$ cat src/srmka_pkg.sv
package srmka_pkg;

   localparam int ROW_W = 32;
   localparam int COL_W = 32;
   localparam int VAL_W = 48;
   localparam int CSR_W = 32;
   localparam int CSR_IDX_W = 1;
   localparam int CLEN_W = 5;

   localparam logic [CSR_IDX_W-1:0] CSR_CHUNK_LENGTH = 1'd0;
   localparam logic [CSR_IDX_W-1:0] CSR_DROP_MARKER = 1'd1;

   localparam logic [CLEN_W-1:0] CHUNK_LENGTH_RESET = 5'd8;
   localparam logic [COL_W-1:0] DROP_MARKER_RESET = 32'hFFFF_FFFF;

   typedef enum logic [2:0] {
      ST_IDLE,
      ST_INIT,
      ST_ISSUE,
      ST_TAKE,
      ST_PICK
   } state_type;

   typedef struct packed {
      logic load;
      logic start;
      logic issue;
      logic skip;
      logic take;
      logic consume;
      logic emit;
      logic last;
   } cmd_type;

   typedef struct packed {
      logic req_fire;
      logic group_end;
      logic has_entry;
      logic rd_drop;
      logic best_found;
      logic best_match;
      logic pend_valid;
      logic out_busy;
   } status_type;

endpackage

$ cat src/srmka_ctrl.sv
module srmka_ctrl #(
   parameter int MAX_CHUNKS = 4,
   parameter int SEL_W = 2
) (
   input  logic                 clock,
   input  logic                 reset,
   input  srmka_pkg::status_type status,
   input  logic [SEL_W-1:0]     best_sel,
   output srmka_pkg::cmd_type    cmd,
   output logic [SEL_W-1:0]     sel,
   output logic                 req_ready
);
   import srmka_pkg::*;

   localparam logic [SEL_W-1:0] LAST_SEL = SEL_W'(MAX_CHUNKS - 1);

   state_type state_ff, state_in;
   logic [SEL_W-1:0] sel_ff, sel_in;
   logic sweep_ff, sweep_in;

   always_ff @(posedge clock) begin
      if (reset) begin
         state_ff <= ST_IDLE;
         sel_ff <= '0;
         sweep_ff <= 1'b0;
      end else begin
         state_ff <= state_in;
         sel_ff <= sel_in;
         sweep_ff <= sweep_in;
      end
   end

   always_comb begin
      state_in = state_ff;
      sel_in = sel_ff;
      sweep_in = sweep_ff;
      cmd = '0;
      req_ready = 1'b0;
      unique case (state_ff)
         ST_IDLE: begin
            req_ready = 1'b1;
            if (status.req_fire) begin
               cmd.load = 1'b1;
               if (status.group_end) begin
                  state_in = ST_INIT;
               end
            end
         end
         ST_INIT: begin
            cmd.start = 1'b1;
            sel_in = '0;
            sweep_in = 1'b1;
            state_in = ST_ISSUE;
         end
         ST_ISSUE: begin
            cmd.issue = 1'b1;
            if (status.has_entry) begin
               state_in = ST_TAKE;
            end else if (sweep_ff && sel_ff != LAST_SEL) begin
               sel_in = sel_ff + 1'b1;
            end else begin
               sweep_in = 1'b0;
               state_in = ST_PICK;
            end
         end
         ST_TAKE: begin
            if (status.rd_drop) begin
               cmd.skip = 1'b1;
               state_in = ST_ISSUE;
            end else begin
               cmd.take = 1'b1;
               if (sweep_ff && sel_ff != LAST_SEL) begin
                  sel_in = sel_ff + 1'b1;
                  state_in = ST_ISSUE;
               end else begin
                  sweep_in = 1'b0;
                  state_in = ST_PICK;
               end
            end
         end
         ST_PICK: begin
            if (status.best_found) begin
               if (status.best_match) begin
                  cmd.consume = 1'b1;
                  sel_in = best_sel;
                  state_in = ST_ISSUE;
               end else if (!(status.pend_valid && status.out_busy)) begin
                  cmd.emit = status.pend_valid;
                  cmd.consume = 1'b1;
                  sel_in = best_sel;
                  state_in = ST_ISSUE;
               end
            end else if (status.pend_valid) begin
               if (!status.out_busy) begin
                  cmd.emit = 1'b1;
                  cmd.last = 1'b1;
                  state_in = ST_IDLE;
               end
            end else begin
               state_in = ST_IDLE;
            end
         end
         default: state_in = ST_IDLE;
      endcase
   end

   assign sel = sel_ff;

endmodule

$ cat config.mk
export PLATFORM = sky130hd
export DESIGN_NAME = srmka_ctrl
export DESIGN_NICKNAME = d
export VERILOG_FILES = /design/src/srmka_pkg.sv /design/src/srmka_ctrl.sv
export SDC_FILE = /design/constraint.sdc
export NUM_CORES = 1
export LEC_CHECK = 0
export ABC_AREA = 1
export BUFFER_PORTS_ARGS = -buffer_cell sky130_fd_sc_hd__buf_2
export CORE_MARGIN = 4
export CORE_UTILIZATION = 39
export CTS_CLUSTER_SIZE = 16
export DETAILED_ROUTE_END_ITERATION = 10
export PLACE_DENSITY = 0.75
export SLEW_MARGIN = 20
export SYNTH_ARGS = -nofsm -noshare
export SYNTH_HDL_FRONTEND = slang
export SYNTH_SLANG_ARGS = --single-unit
$ cat constraint.sdc
create_clock -name clock -period 1.4 [get_ports clock]
set_clock_uncertainty 0.15 [all_clocks]
set_input_delay 0 -clock clock [delete_from_list [all_inputs] [get_ports clock]]
set_output_delay 0 -clock clock [all_outputs]
set_load 0.005 [all_outputs]
==> impl_metrics.toml, run 1 <==
[run_status]
status = "finished clean"

[setup_path]
cp_max_fo = 5
r2r_end = "sel[0]"
crit_slowest_cell = "dfxtp_4"
cp-end-kind = "output port"
critPathLaunchType = "flip-flop"
crit_buf_inv = 1
arrival_ns = 1.19
r2r_start = "sel[0]"
path_cells = "nor2_4 > nand2_2 > a211oi_2 > buf_2"
slowest_delay_ns = 0.37
worstSetupPathDepth = 4
r2r_slack_ns = 0.08
critPathRequiredTime_ns = 1.25
path_class = "reg -> out"
reg2regPathDepth = 8
cp_top_family = "flip-flops"

[yosys]
syn_area_per_cell_um2 = 5.883
synthTopCellsByArea = "dfxtp_1 (22%), nand2_1 (15%), inv_1 (10%)"
synth_nets = 107
yosys_warnings = 0
yosys.area_share.xor_xnor_pct = 0
synth.yosys.seq_area_share_pct = 21.72
muxShareOfSynthArea_pct = 0
synth-seq-cells = 6
synth_compound_area_share_pct = 9.955
synthAdderAreaFrac_pct = 2.262
ys_types = 20
synth_top_family_by_area = "simple AND/OR/NAND/NOR gates"
netlist_instances = 94
synth_top_area_cell = "dfxtp_1"
yosysTopAreaCellShare_pct = 21.72
yosys.area_share.simple_pct = 53.85
syn_area_um2 = 553.0

[routing]
remaining_drc_errors = 0
top_layer = "met4"
vias = 700
met2_length_um = 799
antenna_left = 0
dr.pass1.iters = 4
routed-wl-met3_um = 95
drt_iter0_drc = 6
wirelength_met1_um = 626
drt-total-wl_um = 1571
viasPerCell = 4.930
wire_per_inst_um = 11.06

[sta]
fin_crit_sh_pct = 95.66
slew_headroom_pct = 85.23
fin_setup_tns_ns = 0
rsz0062_at_grt = "yes"
max_freq_mhz = 746.7
fin_ws_ns = 0.06070
tightest_slew_ns = 0.2207
period_needed_ns = 1.339
hold_viol_final = 0
slew_violations = 0
final-setup-viol-count = 0

[cells_and_area]
final_cell_mix = "buf_2 (22), nand2_1 (18), inv_1 (14), nor2_1 (13), nand2_2 (6)"
fin_nets = 142
diodes = 0
syn_to_final_growth_pct = 50.23
drive_gt1_share_pct = 48.03
final_common_cell = "buf_2"

[power]
p_total_mw = 1.478
internal-power_uw = 765.1
p_per_area_mw_per_mm2 = 1779
power_switching_uw = 712.6
p_leak_nw = 0.4574
swShare_pct = 48.22
pwr-share-seq_pct = 23.5
clockPowerShare_pct = 11.7
ir_worst_vdd_v = 0.0009914
pwr-share-comb_pct = 64.7

[global_route]
grt-ovfl-total = 0
grt_pass1_vias = 628
grt_pass1_wl_um = 2490
antenna_found_initial = 0
grt.total_usage_pct = 17.18
grt_max_degree = 9

[floorplanning]
num_rows = 13
initial_utilization_pct = 41.98
die_w_um = 45.66
die_y_um = 45.66
core-area_mm2 = 0.001318
io_pins = 23
die-area_mm2 = 0.002084

[hold_path]
holdPathStages = 4
whs_endpoint = "state_ff[1]"
hold_start = "status[3]"
min_path_type = "in -> reg"

[clocking]
cts.sinks = 6
root_buffer = "clkbuf_4"
ctsLongestPathBuffers = 2
cts_buffers = 3
cts_tree = "done"
cts.htree.levels = 1
clock_latency_ns = 0.26
path_clk_slew_ns = 0.05

[placement]
gp_congestion = 0.8401
place_hpwl_um = 1185
dpl_worst_slack_ns = -0.01847
numPortBuffers = 22

[flow_run]
drv_cap = 0
==> cell type report <==
| type | count | area, um^2 |
|---|---|---|
| sequential | 6 | 128.9 |
| fill | 146 | 486.7 |
| timing repair buffer | 30 | 180.2 |
| multi-input combinational | 70 | 410.4 |
| clock buffer | 3 | 22.52 |
| tap | 15 | 18.77 |
| inverter | 18 | 70.07 |
==> worst reg2reg max path, delay by kind of cell (launching register included) <==
family / cells / cell delay, ns
AO/OA/AOI/OAI: 1 / 0.14
AND/OR/NAND/NOR: 5 / 0.41
buffers and inverters: 1 / 0.05
flip-flops: 1 / 0.33
adder cells (fa/ha/maj): 1 / 0.18
==> worst max-delay path by stage <==
stage	to	startpoint	slack, ns
2_1_floorplan	sel[1]	sel[0]	0.1
5_1_grt	cmd[1]	state_ff[1]	-0.03
3_3_place_gp	sel[1]	sel[0]	0.02
3_5_place_dp	sel[1]	sel[0]	-0.02
4_1_cts	cmd[1]	state_ff[1]	0.006
6_report	cmd[1]	state_ff[1]	0.06
==> what timing repair did <==
item                       4_1_cts  5_1_grt
setup endpoints to repair        3       12
pin swaps                        1        5
hold buffers                     4        0
setup buffers                    0        2
hold endpoints to repair         6        0
resized for setup                3       18
cloned                           0        0
==> cell usage after synthesis (all sizes together) <==
cell	count
nand3	9
o21bai	1
o21ai	3
nand2	26
nor3	3
a211oi	1
inv	18
a21oi	3
ha	1
dfxtp	6
o22ai	1
nand4	1
nor2	21
==> metal layers <==
| metal | global-route usage [%] | up-vias |
|---|---|---|
| met5 | 0 | - |
| met4 | 8.772 | 0 |
| met3 | 7.510 | 7 |
| met2 | 27.58 | 17 |
| met1 | 18.96 | 317 |
| li1 | - | 359 |
==> metrics by stage <==
step | cell area [um^2] | std cells | hold slack, ns | utilization, %
finish | 830.8 | 142 | 0.03083 | 63.06
global placement | 696.9 | 133 | 0.04613 | 52.90
floorplan | 553.0 | 94 | -0.1189 | -
detailed placement | 696.9 | 133 | 0.04786 | 52.90
CTS | 765.7 | 140 | 0.02033 | 58.12
global route | 830.8 | 142 | 0.08833 | 63.06
==> power groups by stage <==
stage / logic (mW) / clock network [mW] / registers, mW
2_1_floorplan: 0.603 / 0 / 0.302
3_3_place_gp: 0.829 / 0 / 0.309
3_5_place_dp: 0.846 / 0 / 0.316
4_1_cts: 0.872 / 0.176 / 0.317
5_1_grt: 1.08 / 0.185 / 0.360
6_report: 0.957 / 0.173 / 0.348
==> flip-flops by register name (all words and copies together), names as in the netlist <==
name / flops
state_ff: 3
sel: 2
sweep_ff: 1
==> cell families after synthesis <==
family          Yosys count
flops                     6
simple gates             60
buf+inv                  18
fa+ha+maj                 1
compound gates            9
Note: power is estimated with default switching activity, not from simulation.
==> inputs of run 2 (changes only) <==
Settings changed: CELL_PAD_IN_SITES_DETAIL_PLACEMENT set to 0, CELL_PAD_IN_SITES_GLOBAL_PLACEMENT set to 1, CORE_UTILIZATION 39 to 29, PLACE_DENSITY 0.75 to 0.83.
==> impl_metrics.toml, run 2 (same netlist as run 1, synthesis figures left out) <==
[run_status]
status = "finished clean"

[setup_path]
r2r_slack_ns = 0.10
slowest_delay_ns = 0.37
reg2regPathDepth = 9
arrival_ns = 1.20
cp-end-kind = "output port"
critPathRequiredTime_ns = 1.25
critPathLaunchType = "flip-flop"
path_class = "reg -> out"
path_cells = "nor2_4 > nand2_1 > a211oi_1 > buf_2"
cp_top_family = "flip-flops"
worstSetupPathDepth = 4
cp_max_fo = 5
crit_buf_inv = 1
crit_slowest_cell = "dfxtp_4"

[sta]
tightest_slew_ns = 0.2600
hold_viol_final = 0
rsz0062_at_grt = "yes"
period_needed_ns = 1.350
hold_slack_ns = 0.0002295
fin_setup_tns_ns = 0
slew_violations = 0
max_freq_mhz = 740.6
fin_crit_sh_pct = 96.44
slew_headroom_pct = 82.60
final-setup-viol-count = 0

[cells_and_area]
largest-register = "state_ff"
multi_input_area_um2 = 432.9
finalNonFillerCells = 150
syn_to_final_growth_pct = 54.98
largest_reg_flops = 3
drive_gt1_share_pct = 48.00
diodes = 0
fin_nets = 140
fill_cells = 194
final_cell_mix = "buf_2 (22), nand2_1 (18), inv_1 (14), nor2_1 (12), nor2_4 (5)"
seqCellArea_um2 = 132.6
final_common_cell = "buf_2"

[clocking]
cts.sinks = 6
path_clk_slew_ns = 0.05
root_buffer = "clkbuf_4"
ctsLongestPathBuffers = 2
cts_tree = "done"
cts_buffers = 3
clock_latency_ns = 0.25
cts.htree.levels = 1

[power]
p_total_mw = 1.511
p_per_area_mw_per_mm2 = 1763
p_leak_nw = 0.4592
ir_worst_vdd_v = 0.0008281

[global_route]
grt_max_degree = 9
grt_pass1_wl_um = 2691
grt_pass1_vias = 631
grt-ovfl-total = 0
antenna_found_initial = 0
grt.total_usage_pct = 13.03

[placement]
place_hpwl_um = 1178
numPortBuffers = 22
gp_congestion = 0.8663
placed_cells = 143

[floorplanning]
num_rows = 15
initial_utilization_pct = 31.35
io_pins = 23
die-area_mm2 = 0.002670
die_y_um = 51.67
core-area_mm2 = 0.001764
die_w_um = 51.67

[hold_path]
min_path_type = "in -> reg"
holdPathStages = 7

[routing]
viasPerCell = 4.487
remaining_drc_errors = 0
wire_per_inst_um = 9.853
antenna_left = 0
vias = 673
drt_iter0_drc = 13
dr.pass1.iters = 4
drt-total-wl_um = 1478

[flow_run]
drv_cap = 0
==> run 2: cell types whose count changed in the layout (fill, tap and decap cells not counted), sizes merged <==
cell,before,now
buf,26,25
dlygate4sd3,4,3
==> run 2: final timing paths <==
| check | endpoint | from |
|---|---|---|
| max reg2reg | state_ff[2] | sel[0] |
| min | sel[1] | best_sel[1] |
| min reg2reg | sweep_ff | sweep_ff |
| max | cmd[1] | state_ff[1] |
==> run 2: area by class of cell <==
cell class	instances	share of cell area [%]
Tap cell	25	3.650
Timing Repair Buffer	28	18.98
Sequential cell	6	15.47
Inverter	18	8.759
Multi-Input combinational cell	70	50.51
Clock buffer	3	2.628
==> run 2: power by group <==
group / leakage, nW / switching, mW / internal [mW]
logic: 0.394 / 0.566 / 0.423
registers: 0.0518 / 0.103 / 0.258
clock network: 0.0138 / 0.0640 / 0.0971
==> run 2: what timing repair did <==
action | 4_1_cts | 5_1_grt
setup buffers | 0 | 1
hold endpoints to repair | 6 | 0
pin swaps | 0 | 5
gates resized for setup | 1 | 27
hold buffers | 3 | 0
endpoints found under the setup margin | 1 | 12
==> run 2: stage by stage <==
step	area (um^2)	setup WS [ns]	utilization, %
final	857.1	0.04982	48.58
after global routing	857.1	-0.03929	48.58
after CTS	764.5	0.003860	43.33
after detailed placement	709.4	0.01074	40.21
after global placement	709.4	-0.0006526	40.21
after floorplan	553.0	0.09958	-
==> run 2: per-layer routing <==
layer  GRT usage (%)  vias to the layer above  share of wire, %
li1                -                      361                 -
met1           17.80                      292                46
met2           20.34                       16                48
met3           2.006                        4               4.3
met4           5.240                        0               1.5
met5               0                        -                 0
==> run 2: worst register-to-register path, stage by stage, from the launching register on <==
cell     delay (ns)
dfxtp_2        0.32
ha_2           0.18
inv_2          0.06
nand2_4        0.06
nor2_1         0.11
nand2_1        0.08
nand3_2        0.11
nand2_1        0.05
nand2_1        0.05
nor2_1         0.04
